--- src/rtl/core/dstt_pkg.sv ---
`timescale 1ns / 1ps
// ----------------------------------------------------------------------------
// dstt_pkg
// types and constants of the deadline slot timer table
// ----------------------------------------------------------------------------
package dstt_pkg;

	localparam int SLOTS_DEF = 8;
	localparam int MAX_RES   = 8;
	localparam int CNT_W     = $clog2(MAX_RES + 1);
	localparam int IN_W      = 320;
	localparam int OUT_W     = 256;
	localparam logic [15:0] CONN_ANY = 16'hFFFF;
	localparam logic [63:0] TIME_ALL = 64'hFFFF_FFFF_FFFF_FFFF;

	typedef enum logic [2:0] {
		REQ_APPLY   = 3'd0,
		REQ_COLLECT = 3'd1,
		REQ_RETIRE  = 3'd2,
		REQ_REMAIN  = 3'd3,
		REQ_READ    = 3'd4
	} req_t;

	typedef enum logic [1:0] {
		ST_IDLE,
		ST_FETCH,
		ST_EXEC,
		ST_FINAL
	} state_t;

	// one stored slot record
	typedef struct packed {
		logic [31:0] revision;
		logic [31:0] generation;
		logic [31:0] epoch;
		logic [31:0] flow;
		logic [31:0] token;
		logic [7:0]  op_kind;
		logic [15:0] conn;
		logic [63:0] deadline;
	} rec_t;

	// one result
	typedef struct packed {
		logic        ok;
		logic [2:0]  slot;
		logic        armed;
		logic [31:0] revision;
		logic [31:0] generation;
		logic [31:0] epoch;
		logic [31:0] flow;
		logic [31:0] token;
		logic [7:0]  op_kind;
		logic [15:0] conn;
		logic [63:0] time_us;
		logic        last;
	} res_t;

endpackage

--- src/rtl/core/dstt_ram.sv ---
`timescale 1ns / 1ps
// ----------------------------------------------------------------------------
// dstt_ram
// generic single write, single read ram with registered read data
// ----------------------------------------------------------------------------
module dstt_ram #(
	parameter int W = 8,
	parameter int D = 8
) (
	input  logic                               clk,
	input  logic                               we,
	input  logic [((D > 1) ? $clog2(D) : 1)-1:0] waddr,
	input  logic [W-1:0]                       wdata,
	input  logic [((D > 1) ? $clog2(D) : 1)-1:0] raddr,
	output logic [W-1:0]                       rdata
);

	logic [W-1:0] mem_q [D];

	always_ff @(posedge clk) begin
		if (we) begin
			mem_q[waddr] <= wdata;
		end
		rdata <= mem_q[raddr];
	end

endmodule

--- src/rtl/core/deadline_slot_timer_table_unit.sv ---
`timescale 1ns / 1ps
// ----------------------------------------------------------------------------
// deadline_slot_timer_table_unit
// table of deadline slots with apply, collect, retire, remaining and read
// requests, worked through one ram read port and one 64-bit subtractor
// ----------------------------------------------------------------------------
// channel  dir  handshake            tdata / tuser / tlast
// s        in   s_tvalid, s_tready   request fields / req_type / -
// m        out  m_tvalid, m_tready   result fields / ok / last result
//
// apply, retire, read and unknown requests: a fetch step reads the slot, then the
// exec step registers the result once the output register is free and goes idle.
// collect and remaining: a fetch and an exec step per slot on the ram read port
// and the shared subtract and compare, then a final step for the last result;
// a result waiting on the output register holds the sequencer.
// reset clears armed and written flags at once, no clearing pass. ready only
// between requests.
// ----------------------------------------------------------------------------
module deadline_slot_timer_table_unit #(
	parameter int SLOTS = dstt_pkg::SLOTS_DEF
) (
	input  logic                       clk,
	input  logic                       arst_n,
	input  logic                       s_tvalid,
	output logic                       s_tready,
	// slot[2:0] arm[3] revision[35:4] generation[67:36] epoch[99:68]
	// flow_id[131:100] token[163:132] op_kind[171:164] conn[187:172]
	// deadline[251:188] now_us[315:252], zero above
	input  logic [dstt_pkg::IN_W-1:0]  s_tdata,
	// req_type[2:0]
	input  logic [2:0]                 s_tuser,
	output logic                       m_tvalid,
	input  logic                       m_tready,
	// out_slot[2:0] out_armed[3] out_revision[35:4] out_generation[67:36]
	// out_epoch[99:68] out_flow[131:100] out_token[163:132]
	// out_op_kind[171:164] out_conn[187:172] out_time[251:188], zero above
	output logic [dstt_pkg::OUT_W-1:0] m_tdata,
	// ok[0]
	output logic                       m_tuser,
	output logic                       m_tlast
);

	localparam int SW = (SLOTS > 1) ? $clog2(SLOTS) : 1;

	dstt_pkg::state_t state_q, state_d;
	dstt_pkg::req_t   req_q;

	logic [2:0]  slot_q;
	logic        arm_q;
	logic        inrange_q;
	logic [31:0] rev_q, gen_q, ep_q, fl_q, tk_q;
	logic [7:0]  kd_q;
	logic [15:0] cn_q;
	logic [63:0] dl_q, now_q;

	logic [SW-1:0]             idx_q;
	logic [SLOTS-1:0]          armed_q;
	logic [SLOTS-1:0]          wr_q;
	logic [dstt_pkg::CNT_W-1:0] n_q;
	logic                      pend_v_q;
	dstt_pkg::res_t            pend_q;
	logic [63:0]               best_q;
	logic                      m_valid_q;
	dstt_pkg::res_t            m_res_q;

	logic [$bits(dstt_pkg::rec_t)-1:0] ram_rdata;
	dstt_pkg::rec_t rec, wrec;

	logic        accept, out_free, idx_last, slot_armed;
	logic [64:0] diff;
	logic        expired, hit, cap_hit, advance;
	logic        apply_ok, mismatch;

	// control decisions of the exec and final steps
	logic           load_out, ram_we, arm_we, arm_val, pend_load, idx_inc, n_inc;
	logic [63:0]    best_d;
	dstt_pkg::res_t res_d, pend_d;

	assign accept   = s_tvalid && s_tready;
	assign s_tready = (state_q == dstt_pkg::ST_IDLE);
	assign out_free = !m_valid_q || m_tready;
	assign idx_last = (idx_q == SW'(SLOTS - 1));

	dstt_ram #(
		.W($bits(dstt_pkg::rec_t)),
		.D(SLOTS)
	) u_ram (
		.clk  (clk),
		.we   (ram_we),
		.waddr(idx_q),
		.wdata(wrec),
		.raddr(idx_q),
		.rdata(ram_rdata)
	);

	// a never written entry reads as cleared
	assign rec        = wr_q[idx_q] ? dstt_pkg::rec_t'(ram_rdata) : '0;
	assign slot_armed = armed_q[idx_q];

	// shared subtract: deadline minus now, borrow or zero means expired
	assign diff    = {1'b0, rec.deadline} - {1'b0, now_q};
	assign expired = diff[64] || (diff[63:0] == 64'd0);
	assign hit     = slot_armed && expired;
	assign cap_hit = hit && (n_q == dstt_pkg::CNT_W'(dstt_pkg::MAX_RES - 1));

	assign mismatch = ((gen_q != 32'd0) && (gen_q != rec.generation)) ||
		((ep_q != 32'd0) && (ep_q != rec.epoch)) ||
		((fl_q != 32'd0) && (fl_q != rec.flow)) ||
		((tk_q != 32'd0) && (tk_q != rec.token)) ||
		((kd_q != 8'd0) && (kd_q != rec.op_kind)) ||
		((cn_q != dstt_pkg::CONN_ANY) && (cn_q != rec.conn));

	always_comb begin
		apply_ok = inrange_q && (rev_q != 32'd0) && (rev_q > rec.revision);
		if (arm_q) begin
			apply_ok = apply_ok && (gen_q != 32'd0) && (tk_q != 32'd0) &&
				(kd_q != 8'd0) && (cn_q != dstt_pkg::CONN_ANY) && (dl_q != 64'd0);
		end else begin
			apply_ok = apply_ok && !(slot_armed && mismatch);
		end
	end

	always_comb begin
		wrec.revision   = rev_q;
		wrec.generation = gen_q;
		wrec.epoch      = ep_q;
		wrec.flow       = fl_q;
		wrec.token      = tk_q;
		wrec.op_kind    = kd_q;
		wrec.conn       = cn_q;
		wrec.deadline   = dl_q;
	end

	assign advance = !(hit && pend_v_q) || out_free;

	// next state
	always_comb begin
		state_d = state_q;
		unique case (state_q)
			dstt_pkg::ST_IDLE: begin
				if (s_tvalid) begin
					state_d = dstt_pkg::ST_FETCH;
				end
			end
			dstt_pkg::ST_FETCH: begin
				state_d = dstt_pkg::ST_EXEC;
			end
			dstt_pkg::ST_EXEC: begin
				unique case (req_q)
					dstt_pkg::REQ_COLLECT: begin
						if (advance) begin
							state_d = (cap_hit || idx_last) ? dstt_pkg::ST_FINAL :
								dstt_pkg::ST_FETCH;
						end
					end
					dstt_pkg::REQ_REMAIN: begin
						state_d = idx_last ? dstt_pkg::ST_FINAL : dstt_pkg::ST_FETCH;
					end
					default: begin
						if (out_free) begin
							state_d = dstt_pkg::ST_IDLE;
						end
					end
				endcase
			end
			dstt_pkg::ST_FINAL: begin
				if (out_free) begin
					state_d = dstt_pkg::ST_IDLE;
				end
			end
			default: begin
				state_d = dstt_pkg::ST_IDLE;
			end
		endcase
	end

	// outputs of each step
	always_comb begin
		load_out  = 1'b0;
		ram_we    = 1'b0;
		arm_we    = 1'b0;
		arm_val   = 1'b0;
		pend_load = 1'b0;
		idx_inc   = 1'b0;
		n_inc     = 1'b0;
		best_d    = best_q;
		res_d     = '0;
		res_d.last = 1'b1;

		pend_d            = '0;
		pend_d.ok         = 1'b1;
		pend_d.slot       = 3'(idx_q);
		pend_d.generation = rec.generation;
		pend_d.epoch      = rec.epoch;
		pend_d.flow       = rec.flow;
		pend_d.token      = rec.token;
		pend_d.op_kind    = rec.op_kind;
		pend_d.conn       = rec.conn;

		unique case (state_q)
			dstt_pkg::ST_EXEC: begin
				unique case (req_q)
					dstt_pkg::REQ_COLLECT: begin
						// an earlier expiry goes out once the next one is known
						if (hit && pend_v_q) begin
							load_out   = out_free;
							res_d      = pend_q;
							res_d.last = 1'b0;
						end
						if (advance) begin
							if (hit) begin
								arm_we    = 1'b1;
								pend_load = 1'b1;
								n_inc     = 1'b1;
							end
							idx_inc = !(cap_hit || idx_last);
						end
					end
					dstt_pkg::REQ_REMAIN: begin
						if (slot_armed) begin
							if (expired) begin
								best_d = 64'd0;
							end else if (diff[63:0] < best_q) begin
								best_d = diff[63:0];
							end
						end
						idx_inc = !idx_last;
					end
					dstt_pkg::REQ_APPLY: begin
						load_out   = out_free;
						res_d.slot = slot_q;
						res_d.ok   = apply_ok;
						ram_we     = apply_ok && out_free;
						arm_we     = apply_ok && out_free;
						arm_val    = arm_q;
					end
					dstt_pkg::REQ_RETIRE: begin
						load_out   = out_free;
						res_d.slot = slot_q;
						if (inrange_q && slot_armed) begin
							res_d            = pend_d;
							res_d.slot       = slot_q;
							res_d.last       = 1'b1;
							arm_we           = out_free;
						end
					end
					dstt_pkg::REQ_READ: begin
						load_out   = out_free;
						res_d.slot = slot_q;
						if (inrange_q) begin
							res_d          = pend_d;
							res_d.slot     = slot_q;
							res_d.armed    = slot_armed;
							res_d.revision = rec.revision;
							res_d.time_us  = slot_armed ? rec.deadline : 64'd0;
							res_d.last     = 1'b1;
						end
					end
					default: begin
						load_out = out_free;
					end
				endcase
			end
			dstt_pkg::ST_FINAL: begin
				load_out = out_free;
				if (req_q == dstt_pkg::REQ_REMAIN) begin
					res_d.ok      = 1'b1;
					res_d.time_us = best_q;
				end else if (pend_v_q) begin
					res_d      = pend_q;
					res_d.last = 1'b1;
				end
			end
			default: begin
				load_out = 1'b0;
			end
		endcase
	end

	always_ff @(posedge clk or negedge arst_n) begin
		if (!arst_n) begin
			state_q   <= dstt_pkg::ST_IDLE;
			armed_q   <= '0;
			wr_q      <= '0;
			idx_q     <= '0;
			n_q       <= '0;
			pend_v_q  <= 1'b0;
			m_valid_q <= 1'b0;
		end else begin
			state_q <= state_d;
			if (accept) begin
				n_q      <= '0;
				pend_v_q <= 1'b0;
				if ((dstt_pkg::req_t'(s_tuser) == dstt_pkg::REQ_COLLECT) ||
					(dstt_pkg::req_t'(s_tuser) == dstt_pkg::REQ_REMAIN)) begin
					idx_q <= '0;
				end else begin
					idx_q <= SW'(s_tdata[2:0]);
				end
			end else if (idx_inc) begin
				idx_q <= idx_q + SW'(1);
			end
			if (n_inc) begin
				n_q <= n_q + dstt_pkg::CNT_W'(1);
			end
			if (pend_load) begin
				pend_v_q <= 1'b1;
			end
			if (arm_we) begin
				armed_q[idx_q] <= arm_val;
			end
			if (ram_we) begin
				wr_q[idx_q] <= 1'b1;
			end
			if (load_out) begin
				m_valid_q <= 1'b1;
			end else if (m_tready) begin
				m_valid_q <= 1'b0;
			end
		end
	end

	// request fields and payload
	always_ff @(posedge clk) begin
		if (accept) begin
			req_q     <= dstt_pkg::req_t'(s_tuser);
			slot_q    <= s_tdata[2:0];
			inrange_q <= (32'(s_tdata[2:0]) < SLOTS);
			arm_q     <= s_tdata[3];
			rev_q     <= s_tdata[35:4];
			gen_q     <= s_tdata[67:36];
			ep_q      <= s_tdata[99:68];
			fl_q      <= s_tdata[131:100];
			tk_q      <= s_tdata[163:132];
			kd_q      <= s_tdata[171:164];
			cn_q      <= s_tdata[187:172];
			dl_q      <= s_tdata[251:188];
			now_q     <= s_tdata[315:252];
			best_q    <= dstt_pkg::TIME_ALL;
		end else begin
			best_q <= best_d;
		end
		if (pend_load) begin
			pend_q <= pend_d;
		end
		if (load_out) begin
			m_res_q <= res_d;
		end
	end

	assign m_tvalid = m_valid_q;
	assign m_tuser  = m_res_q.ok;
	assign m_tlast  = m_res_q.last;
	assign m_tdata  = {4'd0, m_res_q.time_us, m_res_q.conn, m_res_q.op_kind,
		m_res_q.token, m_res_q.flow, m_res_q.epoch, m_res_q.generation,
		m_res_q.revision, m_res_q.armed, m_res_q.slot};

endmodule

--- config.mk ---
export PLATFORM = sky130hd
export DESIGN_NAME = deadline_slot_timer_table_unit
export DESIGN_NICKNAME = d
export VERILOG_FILES = /design/src/rtl/core/dstt_pkg.sv /design/src/rtl/core/dstt_ram.sv /design/src/rtl/core/deadline_slot_timer_table_unit.sv
export SDC_FILE = /design/constraint.sdc
export NUM_CORES = 2
export LEC_CHECK = 0
export ABC_AREA = 1
export BUFFER_PORTS_ARGS = -buffer_cell sky130_fd_sc_hd__buf_2
export CELL_PAD_IN_SITES_DETAIL_PLACEMENT = 2
export CELL_PAD_IN_SITES_GLOBAL_PLACEMENT = 2
export CORE_MARGIN = 2
export CORE_UTILIZATION = 35
export DETAILED_ROUTE_END_ITERATION = 8
export HOLD_SLACK_MARGIN = 0.06
export PLACE_DENSITY_LB_ADDON = 0.1
export SKIP_LAST_GASP = 1
export SLEW_MARGIN = 15
export SYNTH_ARGS = -nofsm -noshare
export SYNTH_HDL_FRONTEND = slang
export SYNTH_HIERARCHICAL = 1
export SYNTH_SLANG_ARGS = --single-unit
export TNS_END_PERCENT = 1
--- constraint.sdc ---
create_clock -name clk -period 27.8 [get_ports clk]
set_clock_uncertainty 0.1 [all_clocks]
set_input_delay 2.78 -clock clk [delete_from_list [all_inputs] [get_ports clk]]
set_output_delay 2.78 -clock clk [all_outputs]
set_load 0.05 [all_outputs]
* After elaboration in Yosys (flattened, before gate mapping)
Memory sizes are Yosys's and may differ from the RTL's. A register that Yosys moved wholly into a read port is not among the register bits.
Cells that the tools add are included.
** Word-level totals
- Output and inout bits :: 260
- Word-level logic and storage cells :: 176
- Register bits :: 819
- Memories kept :: 1
- Memory bits (writable) :: 1984
** Memories
- u_ram.mem_q :: words 8, bits a word 248, read ports 1, clocked after memory_dff 1, write ports 1, line dstt_ram.sv:18 : logic [W-1:0] mem_q [D];
** Cells by class
- $add $sub $neg :: 3
- Order comparisons :: 4
- Muxes and demuxes :: 57
- Eq/ne operators :: 20
- Reductions and logical operators :: 51
- Bitwise operators :: 1
** Operators with widths (number)
- two-way mux 254 bit :: 3
- one-hot mux 250 bit (3 select lines) :: 1
- one-hot mux 254 bit (2 select lines) :: 1
- two-way mux 64 bit :: 4
- two-way mux 248 bit :: 1
- two-way mux 188 bit :: 1
- nonzero test 32 bit :: 5
- inequality test 32 bit :: 4
- subtractor 64 x 64 -> 65 bit :: 1
- zero test 64 bit :: 1
- < comparator 64 bit :: 1
- nonzero test 64 bit :: 1
- > comparator 32 bit :: 1
- two-way mux 1 bit :: 25
- logical AND 1 bit :: 20
- inequality test 16 bit :: 1
- inequality test 16 bit (second input constant) :: 1
- one-hot mux 4 bit (4 select lines) :: 1
- logical OR 1 bit :: 10
- two-way mux 2 bit :: 5
- equality test 3 x 2 -> 1 bit (second input constant) :: 3
- two-way mux 3 bit :: 3
- bitwise mux 8 bit :: 1
- two-way mux 4 bit :: 2
- 26 further kinds :: 39

* Longest topological paths before layout
- Depth after elaboration :: 19
- Mapped depth :: 41

* Cells and area by module
The synthesis kept the hierarchy.
** By module, submodules not included
- dstt_ram :: cells each 8836, sequential area each 64541.9 sq um, area an instance 90989.8 sq um, instances 1
- deadline_slot_timer_table_unit :: cells each 4797, sequential area each 23817.8 sq um, area an instance 43915.9 sq um, instances 1

* Least setup slack after synthesis
No wires, ideal clock.
- Path type :: flip-flop to flip-flop
- Start :: register idx_q[0]
- End :: register m_res_q, in the netlist m_tdata[0], enable pin
- Required time :: 26.518 ns
- Setup time :: 1.182 ns
- Arrival time :: 21.171 ns
- Cell stages (with the launch flop) :: 39
- Period minus slack after synthesis :: 22.453 ns
- Setup slack :: 5.347 ns
- Path through :: dfrtp_1 > buf_4 > buf_6 > o21ai_1 > nand2_1 > nand2_1 > nand2_1 > nand2_1 > buf_4 > buf_4 > clkbuf_1 > clkbuf_1 > nand2_1 > inv_1 > ha_1 > nand2_1 > nor2_2 > inv_2 > [... 3 more ...] > and2_1 > nand2_1 > nand2_1 > nand2_1 > nand2_1 > nand2_1 > nor2_1 > nand2_1 > nor2_1 > nand3_1 > nand2_2 > nand2_2 > nor2_4 > nand2_2 > buf_6 > nand2_1 > inv_1 > nor3_1
** On the way
- Word-level cells in the longest chain between the ends :: 11
** Ends and longest elaborated chain
- from (decl) :: line deadline_slot_timer_table_unit.sv:56 : logic [SW-1:0] idx_q;
- from (signal assigned) :: line deadline_slot_timer_table_unit.sv:298 : idx_q <= SW'(s_tdata[2:0]);
- from (signal assigned) :: line deadline_slot_timer_table_unit.sv:301 : idx_q <= idx_q + SW'(1);
- binary-select mux 1 bit (select 3 bit) :: line deadline_slot_timer_table_unit.sv:97 : assign rec = wr_q[idx_q] ? dstt_pkg::rec_t'(ram_rdata) : '0;
- two-way mux 1 bit (not written as such) :: line deadline_slot_timer_table_unit.sv:97
- two-way mux 248 bit :: line deadline_slot_timer_table_unit.sv:97
- subtractor 64 x 64 -> 65 bit :: line deadline_slot_timer_table_unit.sv:101 : assign diff = {1'b0, rec.deadline} - {1'b0, now_q};
- zero test 64 bit :: line deadline_slot_timer_table_unit.sv:102 : assign expired = diff[64] || (diff[63:0] == 64'd0);
- logical OR 1 bit :: line deadline_slot_timer_table_unit.sv:102
- logical AND 1 bit (*) :: line deadline_slot_timer_table_unit.sv:103 : assign hit = slot_armed && expired;
- logical AND 1 bit (*) :: line deadline_slot_timer_table_unit.sv:205 : if (hit && pend_v_q) begin
- two-way mux 1 bit (*) :: line deadline_slot_timer_table_unit.sv:205
- one-hot mux 1 bit (2 select lines) (*) :: line deadline_slot_timer_table_unit.sv:202 : unique case (req_q)
- one-hot mux 1 bit (2 select lines) (*) :: line deadline_slot_timer_table_unit.sv:200 : unique case (state_q)
- via load_out :: line deadline_slot_timer_table_unit.sv:75 : logic load_out, ram_we, arm_we, arm_val, pend_load, idx_inc, n_inc;
- to (signal assigned) :: line deadline_slot_timer_table_unit.sv:347 : m_res_q <= res_d;
- to (decl) :: line deadline_slot_timer_table_unit.sv:64 : dstt_pkg::res_t m_res_q;
Mark *: on every way through the listed nets, which the timed path passes. The rest lies on a longest branch. The select of a mux whose other input is x is not followed.
A chain may end at the register's enable or synchronous reset.

* Worst setup path in the final report
- Start :: register idx_q[1]
- End :: register m_res_q, in the netlist m_tdata[14], enable pin
The elaborated chain is that of the path after synthesis.

==> metrics.txt <==
# TYPE chip_impl_metric gauge
chip_impl_info{name="outcome",value="finished, final reports clean"} 1
chip_impl_metric{name="clk-insertion-delay-late",unit="ns"} 0.97
chip_impl_metric{name="post_cts_hold_buffer_count",unit=""} 0
chip_impl_metric{name="largest_stage_delay_worst_path",unit="ns"} 0.99
chip_impl_metric{name="via_count_of_the_first_global_routing_pass",unit=""} 108000
chip_impl_metric{name="layout_cell_share_with_drive_strength_beyond_1",unit=""} 0.0991
chip_impl_info{name="ys.flop_type",value="sky130_fd_sc_hd__edfxtp_1"} 1
chip_impl_metric{name="first_pass_grt_wire_length",unit="mm"} 705
chip_impl_info{name="main_combinational_cell_family_by_area_after_synthesis",value="simple AND/OR/NAND/NOR gates"} 1
chip_impl_metric{name="cts.clk_slew.worst_paths",unit="ns"} 0.06
chip_impl_metric{name="placement.io_buffers",unit=""} 578
chip_impl_metric{name="synth-xor-area-share",unit=""} 0.00844
chip_impl_info{name="most_common_cell_after_layout_fill_and_taps_aside",value="sky130_fd_sc_hd__nand2_1"} 1
chip_impl_info{name="crit_path_start_kind",value="flop"} 1
chip_impl_metric{name="clock_path_buffers",unit=""} 4
chip_impl_metric{name="slew-limit-headroom",unit=""} 0.103
chip_impl_info{name="cts_tree",value="built"} 1
chip_impl_metric{name="vias_per_cell",unit=""} 4.95
chip_impl_metric{name="area_growth_from_synthesis_to_layout",unit="%"} 14.5
chip_impl_metric{name="pre_cts_ws",unit="ns"} 17.21
chip_impl_info{name="endpoint_kind",value="flop"} 1
chip_impl_metric{name="fin_setup_tns",unit="ns"} 0
chip_impl_info{name="cts_root_buf",value="sky130_fd_sc_hd__clkbuf_16"} 1
chip_impl_info{name="worst_hold_path_type",value="flop to flop"} 1
chip_impl_metric{name="floorplan.rows",unit=""} 227
chip_impl_metric{name="ff_latch_area",unit="sq um"} 88400
chip_impl_metric{name="synth_compound_area_frac",unit=""} 0.0336
chip_impl_metric{name="largest_net_degree_at_the_start_of_global_routing",unit=""} 205
chip_impl_metric{name="routabilityCongestion",unit=""} 0.891
chip_impl_info{name="startpoint",value="idx_q[1]$_DFFE_PN0P_"} 1
chip_impl_metric{name="layout_setup_ws",unit="ns"} 17.47
chip_impl_metric{name="powerDensity",unit="nW/um^2"} 107
chip_impl_metric{name="worst-path-buf-inv",unit=""} 8
chip_impl_metric{name="route.antenna.remaining_nets",unit=""} 0
chip_impl_metric{name="drt_pass_1_iters",unit=""} 5
chip_impl_metric{name="fmax",unit="MHz"} 96.8
chip_impl_info{name="critPathMostFrequentCell",value="sky130_fd_sc_hd__nand2_1"} 1
chip_impl_metric{name="max-cap-violations",unit=""} 0
chip_impl_metric{name="cts-resized-gates",unit=""} 0
chip_impl_info{name="critPathKind",value="flop to flop"} 1
chip_impl_metric{name="cts_num_sinks",unit=""} 3051
chip_impl_metric{name="ir_drop",unit="mV"} 0.0927
chip_impl_metric{name="antenna_found_initial",unit=""} 49
chip_impl_metric{name="synthAdderAreaFrac",unit=""} 0.0153
chip_impl_metric{name="edff_count_synth",unit=""} 2712
chip_impl_metric{name="cts.repair_timing.setup_buffer_count",unit=""} 0
chip_impl_metric{name="floorplan.die.width",unit="microns"} 625
chip_impl_metric{name="worst-endpoint-required",unit="ns"} 28.27
chip_impl_info{name="timing.critical_path.slowest_stage_cell",value="sky130_fd_sc_hd__dfrtp_4"} 1
chip_impl_metric{name="drt_first_iter_violations",unit=""} 5240
chip_impl_metric{name="min_period_over_period",unit=""} 0.372
chip_impl_metric{name="detail_route.drc_violations",unit=""} 0
chip_impl_info{name="grt_setup_unrepaired",value="no"} 1
chip_impl_metric{name="slew_violations",unit=""} 0
chip_impl_metric{name="post_synth_and_or_nand_nor_area_fraction",unit=""} 0.186
chip_impl_metric{name="hpwlAfterDp",unit="mm"} 297
chip_impl_metric{name="critPathArrivalTime",unit="ns"} 10.80
chip_impl_metric{name="design.final.nets",unit=""} 14700
chip_impl_metric{name="p_leak",unit="nW"} 69.8
chip_impl_metric{name="groute.usage.overall",unit=""} 0.243
chip_impl_metric{name="final_cell_area",unit="sq um"} 154000
chip_impl_info{name="hold_path.startpoint",value="wr_q[5]$_DFFE_PN0P_"} 1
chip_impl_metric{name="fin_hold_ws",unit="ns"} 0.360
chip_impl_metric{name="gr-total-overflow",unit=""} 0
chip_impl_metric{name="synth_async_sr_flop_share",unit=""} 0.00885
chip_impl_metric{name="reg2reg_slack",unit="ns"} 17.47
chip_impl_metric{name="floorplan.die.height",unit="microns"} 625
chip_impl_metric{name="routed-via-count",unit=""} 96700
chip_impl_metric{name="final-setup-viol-count",unit=""} 0
chip_impl_metric{name="critical_path.max_fanout",unit=""} 142
chip_impl_metric{name="post-layout-total-power",unit="mW"} 16.5
chip_impl_metric{name="floorplan.io_pins",unit=""} 587
chip_impl_metric{name="number_of_buffers_added_by_the_clock_tree_synthesis_step",unit=""} 355
chip_impl_metric{name="multi_input_gate_area_in_the_final_layout",unit="sq um"} 33000
chip_impl_metric{name="placeableCoreArea",unit="sq um"} 383000
chip_impl_metric{name="postSynthAreaPerCell",unit="sq um"} 9.90
chip_impl_metric{name="final.fill_count",unit=""} 40600
chip_impl_info{name="crit-reg2reg-launch",value="idx_q[1]$_DFFE_PN0P_"} 1
chip_impl_metric{name="muxShareOfSynthArea",unit=""} 0
chip_impl_metric{name="yosys_warnings",unit=""} 6
chip_impl_metric{name="yosysSeqAreaShare",unit=""} 0.655
chip_impl_info{name="critPathTopFamily",value="simple AND/OR/NAND/NOR gates"} 1
chip_impl_metric{name="syn-cell-area",unit="sq um"} 135000
chip_impl_metric{name="total_die_area",unit="sq um"} 390000
chip_impl_metric{name="tightestPinTransition",unit="ns"} 1.35
chip_impl_metric{name="final-hold-violation-count",unit=""} 0
chip_impl_metric{name="synth_seq_cells",unit=""} 3051
chip_impl_metric{name="synth_cell_types",unit=""} 55
chip_impl_metric{name="htree_levels",unit=""} 5
chip_impl_metric{name="wire_per_inst",unit="microns"} 24.6
chip_impl_metric{name="placed_area",unit="sq um"} 143000
chip_impl_info{name="most-common-layout-cells",value="sky130_fd_sc_hd__nand2_1, sky130_fd_sc_hd__inv_1, sky130_fd_sc_hd__edfxtp_1"} 1
chip_impl_metric{name="timing.final.crit_period",unit="ns"} 10.33
chip_impl_metric{name="detail_route.wirelength",unit="mm"} 480
chip_impl_metric{name="initial_utilization",unit=""} 0.352
chip_impl_metric{name="netlist_instances",unit=""} 13600
## cell type report
type | count | area share
antenna | 20 | 0.000324
timing repair buffer | 695 | 0.0261
tap | 5038 | 0.0408
multi-input combinational | 7112 | 0.214
clock inverter | 158 | 0.0109
inverter | 2949 | 0.0719
clock buffer | 503 | 0.0637
sequential | 3051 | 0.572
## cell families after synthesis
| family | after synthesis |
|---|---|
| compound gates | 660 |
| simple gates | 6154 |
| fa+ha+maj | 164 |
| xor+xnor | 130 |
| other cells | 1 |
| flops | 3051 |
| buf+inv | 3473 |
## final timing paths
kind	cells past startpoint	to
max	34	m_tdata[14]$_SDFFCE_PN0P_
max reg2reg	34	m_tdata[14]$_SDFFCE_PN0P_
min reg2reg	1	wr_q[5]$_DFFE_PN0P_
max in group asynchronous	1	idx_q[2]$_DFFE_PN0P_
min	1	wr_q[5]$_DFFE_PN0P_
min in group asynchronous	1	wr_q[3]$_DFFE_PN0P_
## per-layer routing
layer  wire length [microns]  global-route usage
met5                     196                   0
met4                   13900              0.0698
met3                   17200              0.0257
met2                  233000               0.419
met1                  216000               0.322
## worst register-to-register path, delay by kind of cell (launching register included)
family                     cells  cell delay (ns)
xor gates and xnor gates       1             0.36
adders and majority gates      2             0.69
buffers and inverters          8             3.18
DFF                            1             0.99
and+or+nand+nor               23             4.55
## metrics by stage
| stage | util | instances |
|---|---|---|
| 2_1_floorplan | - | 13600 |
| 3_3_place_gp | 0.373 | 18800 |
| 3_5_place_dp | 0.373 | 18800 |
| 4_1_cts | 0.403 | 19500 |
| 5_1_grt | 0.403 | 19500 |
| 6_report | 0.403 | 19500 |
## flip-flops by register name (all words and copies together), names as in the netlist, 4 cells and up
name         flops
m_tdata        252
tk_q            32
fl_q            32
best_q          64
now_q           64
kd_q             8
u_ram/mem_q   1984
ep_q            32
pend_q         155
gen_q           32
wr_q             8
rev_q           32
n_q              4
armed_q          8
cn_q            16
dl_q            64
u_ram/rdata    248
## Yosys cell counts, types with 85 or more instances
library cell	instances	share of area
sky130_fd_sc_hd__nand2_1	4547	0.13
sky130_fd_sc_hd__inv_1	2931	0.082
sky130_fd_sc_hd__edfxtp_1	2712	0.60
sky130_fd_sc_hd__nand3_1	1123	0.042
sky130_fd_sc_hd__dfxtp_1	312	0.046
sky130_fd_sc_hd__buf_2	283	0.010
sky130_fd_sc_hd__o21ai_0	241	0.0089
sky130_fd_sc_hd__nor2_1	232	0.0065
sky130_fd_sc_hd__ha_1	163	0.015
sky130_fd_sc_hd__a21oi_1	149	0.0055
sky130_fd_sc_hd__clkbuf_1	140	0.0039
sky130_fd_sc_hd__o22ai_2	130	0.012
sky130_fd_sc_hd__o22ai_1	88	0.0041
sky130_fd_sc_hd__xor2_1	85	0.0055
## power breakdown
| group | total (mW) | switching [mW] | leakage [nW] | internal [mW] |
|---|---|---|---|---|
| Sequential | 6.12 | 0.446 | 27.6 | 5.67 |
| Combinational | 5.74 | 4.35 | 36.5 | 1.39 |
| Clock | 4.66 | 1.96 | 5.63 | 2.70 |
Note: power is estimated with default switching activity, not from simulation.
